==> src/design/rankf_pkg.sv <==
package rankf_pkg;

	localparam int MAX_WIDTH_DEF  = 2048;
	localparam int PIXEL_BITS_DEF = 16;

	localparam int MODE_W     = 2;
	localparam int FWIDTH_W   = 12;
	localparam int FHEIGHT_W  = 16;
	localparam int CFG_DATA_W = 16;
	localparam int CFG_IDX_W  = 2;

	localparam logic [CFG_IDX_W-1:0] REG_FILTER_MODE  = 2'd0;
	localparam logic [CFG_IDX_W-1:0] REG_FRAME_WIDTH  = 2'd1;
	localparam logic [CFG_IDX_W-1:0] REG_FRAME_HEIGHT = 2'd2;

	localparam logic [MODE_W-1:0] MODE_MEDIAN = 2'd0;
	localparam logic [MODE_W-1:0] MODE_MIN    = 2'd1;
	localparam logic [MODE_W-1:0] MODE_MAX    = 2'd2;

	localparam logic [FWIDTH_W-1:0]  FRAME_WIDTH_RST  = 12'd640;
	localparam logic [FHEIGHT_W-1:0] FRAME_HEIGHT_RST = 16'd480;

	localparam int FIFO_DEPTH = 8;
	localparam int WIN_CELLS  = 9;

	// per-request control that travels with the window
	typedef struct packed {
		logic emit1;   // centre at window column 1
		logic left1;
		logic emit2;   // extra centre at window column 2 (last column)
		logic left2;
		logic top_ok;
		logic bot_ok;
		logic done2;
	} ctl_t;

endpackage

==> src/design/rankf_rank.sv <==
module rankf_rank #(
	parameter int PIXEL_BITS = rankf_pkg::PIXEL_BITS_DEF
) (
	input  logic [PIXEL_BITS-1:0]          cells [rankf_pkg::WIN_CELLS],
	input  logic [rankf_pkg::WIN_CELLS-1:0] mask,
	input  logic [rankf_pkg::MODE_W-1:0]   mode,
	output logic [PIXEL_BITS-1:0]          result
);

	// element of rank k: count smaller members, ties broken by position
	always_comb begin
		logic [3:0] n;
		logic [3:0] k;
		logic [3:0] rk;
		n      = '0;
		k      = '0;
		rk     = '0;
		result = '0;
		for (int i = 0; i < rankf_pkg::WIN_CELLS; i++) begin
			n = n + {3'd0, mask[i]};
		end
		case (mode)
			rankf_pkg::MODE_MIN: k = 4'd0;
			rankf_pkg::MODE_MAX: k = n - 4'd1;
			default:             k = (n - 4'd1) >> 1;
		endcase
		for (int i = 0; i < rankf_pkg::WIN_CELLS; i++) begin
			rk = '0;
			for (int j = 0; j < rankf_pkg::WIN_CELLS; j++) begin
				if (mask[j] && ((cells[j] < cells[i]) || ((cells[j] == cells[i]) && (j < i))))
				begin
					rk = rk + 4'd1;
				end
			end
			if (mask[i] && rk == k) begin
				result = result | cells[i];
			end
		end
	end

endmodule

==> config.mk <==
export PLATFORM = sky130hd
export DESIGN_NAME = rankf_rank
export DESIGN_NICKNAME = d
export VERILOG_FILES = /design/src/design/rankf_pkg.sv /design/src/design/rankf_rank.sv
export SDC_FILE = /design/constraint.sdc
export NUM_CORES = 1
export LEC_CHECK = 0
export BUFFER_PORTS_ARGS = -buffer_cell sky130_fd_sc_hd__clkbuf_2
export CAP_MARGIN = 0
export CORE_UTILIZATION = 58
export DETAILED_ROUTE_END_ITERATION = 6
export PLACE_DENSITY = 0.81
export SYNTH_ARGS = -nofsm -noshare
export SYNTH_HDL_FRONTEND = slang
export SYNTH_SLANG_ARGS = --single-unit
==> constraint.sdc <==
create_clock -name vclk -period 9.5
set_input_delay 1.425 -clock vclk [all_inputs]
set_output_delay 1.425 -clock vclk [all_outputs]
set_load 0.01 [all_outputs]
==> impl_metrics.py <==
metrics = {
    "outcome": {
        "outcome": "finished, violations left",
        "violations": "DRC, setup timing",
    },
    "detailed_routing": {
        "vias": 27300,
        "vias_per_cell": 7.29,
        "wire_per_inst_um": 29.3,
        "drt-pass1-iter-count": 7,
        "route.detailed.drc": 8,
        "first_iter_violations": 3969,
        "antenna_left": 0,
        "routed_wl_um": 110000,
    },
    "global_route": {
        "grt_max_degree": 24,
        "overflow": 0,
        "antenna_found_initial": 2,
        "grt_pass1_wl_um": 151000,
        "first_global_vias": 25300,
        "grt_usage_pct": 55.0,
    },
    "floorplan": {
        "core_um2": 35700,
        "start_util_pct": 59.1,
        "die-area_um2": 37200,
        "rows": 69,
        "top_level_ports": 171,
        "fp.dieW_um": 193,
        "die_h_um": 193,
    },
    "sta": {
        "max_freq_mhz": 101,
        "worst_slack_ns": -0.388,
        "setup_viol_count_final": 16,
        "slew-limit-headroom_pct": 11.4,
        "finalCritPeriodShare_pct": 104,
        "min_period_ns": 9.89,
        "timing.final.max_slew_violations": 0,
        "holdWs_ns": 3.22,
        "finalHoldViolations": 0,
        "worstMarginPinSlew_ns": 1.32,
        "rsz0062_at_grt": "true",
    },
    "pwr": {
        "internal-power_uw": 1600,
        "vdd_drop_max_uv": 275,
        "combPwrFrac_pct": 100.0,
        "sw_frac_of_total_pct": 56.1,
        "power.density_nw_per_um2": 132,
        "power.leakage_uw": 0.0134,
        "p_switching_uw": 2050,
        "power.share.clock_pct": 0,
        "pwr-share-seq_pct": 0,
        "p_total_uw": 3650,
    },
    "critical_path": {
        "startpoint_type": "input pin",
        "end_kind": "output port",
        "startpoint": "cells[129]",
        "max_stage_delay_ns": 0.52,
        "crit_path_max_fanout": 6,
        "slowest_stage": "or4_4",
        "crit_required_ns": 8.08,
        "worst-setup-path-type": "in -> out",
        "cp.arrival_ns": 8.46,
    },
    "placed_design": {
        "dpl.cell_count": 3703,
        "io_buffers": 171,
        "place_hpwl_um": 87200,
        "gp_congestion": 1.15,
    },
    "layout": {
        "nets": 4088,
        "seq_cells": 0,
        "seqCellArea_um2": 0,
        "area_delta_synth_final_pct": 31.1,
        "diodes": 0,
        "fin_util_pct": 77.5,
        "final_layout_size_suffix_gt1_share_pct": 28.1,
        "clkbuf_count": 0,
        "fillerInstances": 2507,
        "stdcell_count": 3743,
    },
    "synthesis": {
        "yosysUniqueCellTypes": 120,
        "yosys_warnings": 0,
        "seq_area_frac_synth_pct": 0,
        "synthCells": 2686,
        "post_synth.cell_area_avg_um2": 7.87,
        "syn_nets": 3490,
        "synth_area_um2": 21100,
    },
    "hold_path": {
        "holdCritPathClass": "in -> out",
        "min_from": "cells[27]",
    },
    "job": {
        "max_cap_violations": 0,
    },
}
-- through the flow --
| step | setup WS [ns] | TNS [ns] | cell area, um2 |
|---|---|---|---|
| floorplan | 0.0541 | 0 | 21100 |
| global placement | -0.833 | -11.14 | 25700 |
| detailed placement | -0.983 | -13.49 | 25700 |
| CTS | -0.390 | -5.43 | 26400 |
| global route | -0.503 | -6.86 | 27700 |
| finish | -0.388 | -4.78 | 27700 |
-- cells in the mapped netlist (8+ instances only) --
library cell  instances  area (um2)
ha_1                644        8060
a21oi_1             227        1140
inv_1               225         845
nand2_1             217         815
nand4_1             161        1010
o21ai_0             110         551
nor2_1               99         372
xnor2_1              81         709
nand3_1              61         305
a21o_1               51         383
nor3_1               48         240
and2_1               44         275
a211oi_1             41         308
o21a_1               37         278
o211ai_1             36         270
nor4_1               33         206
nor2b_1              30         188
xor2_1               25         219
nand2b_1             23         144
a2111oi_0            22         193
clkbuf_1             21        78.8
and3_1               19         119
a32o_1               17         170
xnor3_1              17         383
a222oi_1             16         160
a211o_1              15         131
a22oi_1              15         113
a31oi_1              13        81.3
or3_1                13        81.3
mux2_2               12         135
o21bai_1             12        90.1
or4_1                12        90.1
a311oi_1             11        96.3
mux2i_1              10         100
o21ai_1              10        50.1
buf_2                 9        45.0
o2111ai_1             9        78.8
or2_2                 9        56.3
xnor2_2               9         146
xor3_1                9         214
a21boi_0              8        60.1
a22o_1                8        70.1
and4_1                8        70.1
-- cell usage in the layout, fill, tap and decap left out, types with 22 or more instances in the layout --
master    synthesis  routed
nor2b_1          30      29
nand2b_1         23      22
o211ai_1         36      36
ha_4              0      34
nor2_1           99      92
ha_1            644     609
nand2_1         217     214
o21a_1           37      37
a21o_1           51      51
and2_1           44      38
a21oi_1         227     204
clkbuf_2          0     151
nor4_1           33      30
inv_1           225     202
o21ai_0         110      92
nand3_1          61      59
nand4_1         161     161
xnor2_1          81      79
buf_4             3     434
a211oi_1         41      24
nor3_1           48      44
-- cell families after synthesis --
logic type	Yosys count	share of synthesized area, %
muxes	23	1.18
xor gates and xnor gates	147	8.57
buffers and inverters	269	5.10
AOI/OAI and AO/OA	770	25.4
and+or+nand+nor	828	21.2
adders and majority gates	649	38.6
-- area by class of cell --
type / count / area, um2 / area share (%)
timing repair buffer: 636 / 4670 / 16.9
multi-input combinational: 2418 / 21600 / 77.9
inverter: 228 / 878 / 3.17
tap: 461 / 577 / 2.08
-- power groups by stage --
stage | combinational (uW) | clock, uW | sequential (uW)
finish | 3650 | 0 | 0
global route | 3810 | 0 | 0
detailed placement | 2920 | 0 | 0
floorplan | 1770 | 0 | 0
CTS | 3160 | 0 | 0
global placement | 2820 | 0 | 0
-- critical path: cells and delay by family --
kind / cells / cell delay [ns]
compound gates: 18 / 2.90
fa+ha+maj: 7 / 1.79
simple gates: 6 / 1.03
buf+inv: 5 / 0.72
xor+xnor: 2 / 0.30
mux: 1 / 0.29
-- final timing paths --
path	cells after the start	slack [ns]	to
max	39	-0.39	result[15]
min	4	3.22	result[11]
-- metal layers --
| metal | GRT usage (%) | vias up | share of wire (%) |
|---|---|---|---|
| li1 | - | 11600 | - |
| met1 | 67.1 | 12600 | 35 |
| met2 | 77.9 | 2254 | 39 |
| met3 | 19.9 | 719 | 17 |
| met4 | 41.9 | 6 | 10 |
| met5 | 1.86 | - | 0.11 |
-- timing repair --
action | 4_1_cts | 5_1_grt
buffers inserted | 12 | 25
setup endpoints to repair | 16 | 16
resized for setup | 101 | 239
gates cloned | 2 | 4
pin swaps | 39 | 109
hold buffers | 0 | 0
No activity file was read; power rests on OpenSTA's default activity.
