### src/design/rankf_pkg.sv
package rankf_pkg;

	localparam int MAX_WIDTH_DEF  = 2048;
	localparam int PIXEL_BITS_DEF = 16;

	localparam int MODE_W     = 2;
	localparam int FWIDTH_W   = 12;
	localparam int FHEIGHT_W  = 16;
	localparam int CFG_DATA_W = 16;
	localparam int CFG_IDX_W  = 2;

	localparam logic [CFG_IDX_W-1:0] REG_FILTER_MODE  = 2'd0;
	localparam logic [CFG_IDX_W-1:0] REG_FRAME_WIDTH  = 2'd1;
	localparam logic [CFG_IDX_W-1:0] REG_FRAME_HEIGHT = 2'd2;

	localparam logic [MODE_W-1:0] MODE_MEDIAN = 2'd0;
	localparam logic [MODE_W-1:0] MODE_MIN    = 2'd1;
	localparam logic [MODE_W-1:0] MODE_MAX    = 2'd2;

	localparam logic [FWIDTH_W-1:0]  FRAME_WIDTH_RST  = 12'd640;
	localparam logic [FHEIGHT_W-1:0] FRAME_HEIGHT_RST = 16'd480;

	localparam int FIFO_DEPTH = 8;
	localparam int WIN_CELLS  = 9;

	// per-request control that travels with the window
	typedef struct packed {
		logic emit1;   // centre at window column 1
		logic left1;
		logic emit2;   // extra centre at window column 2 (last column)
		logic left2;
		logic top_ok;
		logic bot_ok;
		logic done2;
	} ctl_t;

endpackage

### src/design/rankf_fifo.sv
module rankf_fifo #(
	parameter int W     = rankf_pkg::PIXEL_BITS_DEF + 2,
	parameter int DEPTH = rankf_pkg::FIFO_DEPTH,
	localparam int PW = $clog2(DEPTH),
	localparam int CW = $clog2(DEPTH + 1)
) (
	input  logic          clk,
	input  logic          arst_n,
	input  logic [1:0]    push_n,
	input  logic [W-1:0]  d0,
	input  logic [W-1:0]  d1,
	input  logic          pop,
	output logic          valid,
	output logic [W-1:0]  q,
	output logic [CW-1:0] count
);

	logic [W-1:0]  mem_q [DEPTH];
	logic [PW-1:0] wp_q, rp_q;
	logic [CW-1:0] cnt_q;
	logic          do_pop;

	assign valid  = cnt_q != '0;
	assign q      = mem_q[rp_q];
	assign count  = cnt_q;
	assign do_pop = pop && valid;

	always_ff @(posedge clk) begin
		if (push_n != 2'd0) begin
			mem_q[wp_q] <= d0;
		end
		if (push_n == 2'd2) begin
			mem_q[wp_q + PW'(1)] <= d1;
		end
	end

	always_ff @(posedge clk or negedge arst_n) begin
		if (!arst_n) begin
			wp_q  <= '0;
			rp_q  <= '0;
			cnt_q <= '0;
		end else begin
			wp_q  <= wp_q + PW'(push_n);
			rp_q  <= rp_q + PW'(do_pop);
			cnt_q <= cnt_q + CW'(push_n) - CW'(do_pop);
		end
	end

endmodule
### config.mk
export PLATFORM = sky130hd
export DESIGN_NAME = rankf_fifo
export DESIGN_NICKNAME = d
export VERILOG_FILES = /design/src/design/rankf_pkg.sv /design/src/design/rankf_fifo.sv
export SDC_FILE = /design/constraint.sdc
export NUM_CORES = 1
export LEC_CHECK = 0
export ABC_AREA = 0
export BUFFER_PORTS_ARGS = -buffer_cell sky130_fd_sc_hd__buf_2
export CAP_MARGIN = 25
export CORE_UTILIZATION = 54
export DETAILED_ROUTE_END_ITERATION = 7
export PLACE_DENSITY_LB_ADDON = 0.12
export SYNTH_ARGS = -nofsm -noshare
export SYNTH_HDL_FRONTEND = slang
export SYNTH_SLANG_ARGS = --single-unit
export TNS_END_PERCENT = 30
### constraint.sdc
create_clock -name clk -period 2.7 [get_ports clk]
set_input_delay 0.27 -clock clk [delete_from_list [all_inputs] [get_ports clk]]
set_output_delay 0.27 -clock clk [all_outputs]
set_load 0.05 [all_outputs]
==> impl_metrics.py <==
metrics = {
    "synthesis": {
        "synth_nets": 485,
        "yosysMostFrequentCell": "mux2_2",
        "synth_cell_types": 36,
        "ys_seq_area_frac": 0.583,
        "synthCells": 432,
        "synth_area_leaders": "edfxtp_1 55%, mux2_2 22%, mux4_2 10%",
        "synth_area_leader_cell": "edfxtp_1",
        "async_reset_ff_frac": 0.0649,
        "avgSynthCellArea_sq_um": 18.2,
        "synth-seq-cells": 154,
        "yosysTopAreaCellShare": 0.551,
        "yosys_most_used_dff": "edfxtp_1",
        "synth_edf_count": 144,
        "synth_area_sq_um": 7850,
        "synthTopCellsByCount": "153 x mux2_2, 144 x edfxtp_1, 36 x mux4_2",
        "ys_warn_count": 0,
    },
    "worst_setup_path": {
        "reg2reg_from": "wp_q[0]",
        "arrival_ns": 2.26,
        "setup.worst_path.class": "flip-flop to output port",
        "end_kind": "output port",
        "path_cells": "buf_12, mux4_2, mux2_2, buf_2",
        "reg2reg_to": "mem_q[5][4]",
        "cp_max_fo": 14,
        "max_stage_delay_ns": 0.59,
        "cp-start-kind": "flip-flop",
        "critical_path.slowest_cell": "dfrtp_4",
        "rrSetupSlack_ns": 0.26,
        "rr_worst_depth": 5,
        "cp.required_ns": 2.43,
    },
    "floorplan": {
        "die_w_microns": 123,
        "initial_core_util": 0.559,
        "fp-row-count": 43,
        "io_pins": 64,
        "fp.dieArea_sq_um": 15000,
        "core-area_sq_um": 14000,
        "die_y_microns": 123,
    },
    "layout": {
        "drive_gt1_frac": 0.610,
        "stdcell_area_sq_um": 9130,
        "nets": 579,
        "fillCellCount": 1026,
        "post-route-util": 0.650,
        "syn2layout_area_growth_pct": 16.3,
    },
    "detailed_routing": {
        "wl_per_cell_microns": 23.8,
        "wl_mm": 17.1,
        "drtPass1Iterations": 4,
        "num_vias": 4300,
        "drt_iter0_markers": 285,
        "via_per_inst": 5.97,
        "drc": 0,
        "ant_nets": 0,
    },
    "sta": {
        "hold_viol": 0,
        "slew_violations": 0,
        "period_share": 0.937,
        "rsz0062_at_grt": "no",
        "fmax_mhz": 395,
        "skew_ns": 0.00744,
        "relSlewSlack": 0.567,
        "tightest_slew_ns": 0.649,
        "setup_viol": 0,
        "finalCriticalPeriod_ns": 2.53,
        "setup-tns-final_ns": 0,
    },
    "min_path": {
        "hold_path.class": "primary input to flip-flop",
        "hold_start": "push_n[0]",
        "hold_depth": 2,
        "min_to": "wp_q[0]",
    },
    "placed_design": {
        "hpwl_mm": 11.1,
        "gp_congestion": 0.822,
        "port_buffers": 63,
        "placed_cell_area_sq_um": 8620,
    },
    "global_routing": {
        "grt_use_total": 0.255,
        "grt_pass1_wl_mm": 27.1,
        "grt_pass1_vias": 4673,
        "grt_overflow": 0,
        "antenna_found_initial": 1,
        "grt_start_max_net_pins": 27,
    },
    "power": {
        "p_total_mw": 10.8,
        "vdd_drop_max_mv": 0.830,
        "powerDensity_nw_per_um2": 1180,
        "power_leakage_nw": 3.26,
    },
    "cts": {
        "clock_latency_ns": 0.42,
        "htreeDepth": 4,
        "root_buffer": "clkbuf_16",
        "cts.path.max_buffers": 2,
        "clkSinkCount": 154,
        "cts_tree": "yes",
        "post_cts_buffers": 0,
        "cts_made_buffers": 17,
        "path_clk_slew_ns": 0.06,
    },
    "flow_run": {
        "maxCapViolations": 0,
    },
    "status": {
        "status": "finished clean",
    },
}
[metal layers]
| metal | routed length (microns) | share of wire | GRT usage | vias to the layer above |
|---|---|---|---|---|
| li1 | - | - | - | 1939 |
| met4 | 134 | 0.0078 | 0.0633 | 2 |
| met3 | 888 | 0.052 | 0.0525 | 15 |
| met2 | 8420 | 0.49 | 0.408 | 98 |
| met1 | 7640 | 0.45 | 0.358 | 2246 |
| met5 | 13 | 0.00076 | 0 | - |
[critical path, delay by kind of cell (launching register included)]
kind,cells,cell delay [ns]
flip-flops,1,0.59
buffers and inverters,2,0.43
multiplexers,2,0.82
[layout by cell type, fill, tap and decap left out, types with 6 or more instances in the layout]
cell       Yosys  final
buf_2          6     63
buf_4          3     24
clkbuf_16      0     17
clkinv_1       0      7
clkinv_2       0      6
dfrtp_1       10      9
edfxtp_1     144    144
ha_1          10     10
inv_1         14     14
mux2_1         9      9
mux2_2       153    153
mux4_2        36     36
[sequential cells by signal (all words and copies together) (netlist names)]
signal / flops
count: 4
wp_q: 3
rp_q: 3
mem_q: 144
[metrics by stage]
stage	hold WS, ns	std cells	setup slack (ns)
after detailed placement	0.144	686	0.296
final	0.202	720	0.170
after global routing	0.206	719	0.0851
after floorplan	-0.0256	432	0.0776
after CTS	0.195	719	0.0453
after global placement	0.143	685	0.350
[area by class of cell]
cell class              instances  area [sq um]  share of cell area
inverters                      14          52.6             0.00575
multi-input cells             245          3160               0.346
repair buffers                 94           621              0.0680
flip-flops and latches        154          4580               0.501
clock buffers                  18           429              0.0470
well taps                     180           225              0.0247
diodes                          1          2.50            0.000274
clock inverters                14          63.8             0.00699
[what timing repair did]
action / 4_1_cts / 5_1_grt
hold buffers: 1 / 0
hold endpoints to repair: 10 / 0
resized for setup: 0 / 1
setup endpoints to repair: 0 / 2
[where the power goes]
group | switching, mW | internal (mW) | total [mW]
Sequential | 0.291 | 3.52 | 3.81
Combinational | 2.99 | 1.94 | 4.93
Clock | 0.896 | 1.14 | 2.03
Total | 4.18 | 6.60 | 10.8
[worst max path at each step]
| stage | start | end | cells after the start |
|---|---|---|---|
| detailed placement | wp_q[0] | mem_q[5][4] | 5 |
| global placement | wp_q[0] | mem_q[5][2] | 5 |
| global route | rp_q[0] | q[13] | 4 |
| CTS | rp_q[0] | q[13] | 4 |
| finish | rp_q[0] | q[13] | 4 |
| floorplan | wp_q[0] | mem_q[3][0] | 5 |
[logic make-up (layout without fill, tap and decap cells)]
group	count (synthesis)	count (layout)	share of synthesized area
buffers and inverters	33	140	0.0223
other	0	1	0
flip-flops	154	154	0.583
adder cells (fa/ha/maj)	12	12	0.0210
XOR/XNOR	6	6	0.0100
multiplexers	198	198	0.336
AND/OR/NAND/NOR	17	17	0.0190
AO/OA/AOI/OAI	12	12	0.00924
Power figures use the tool's default switching activity.
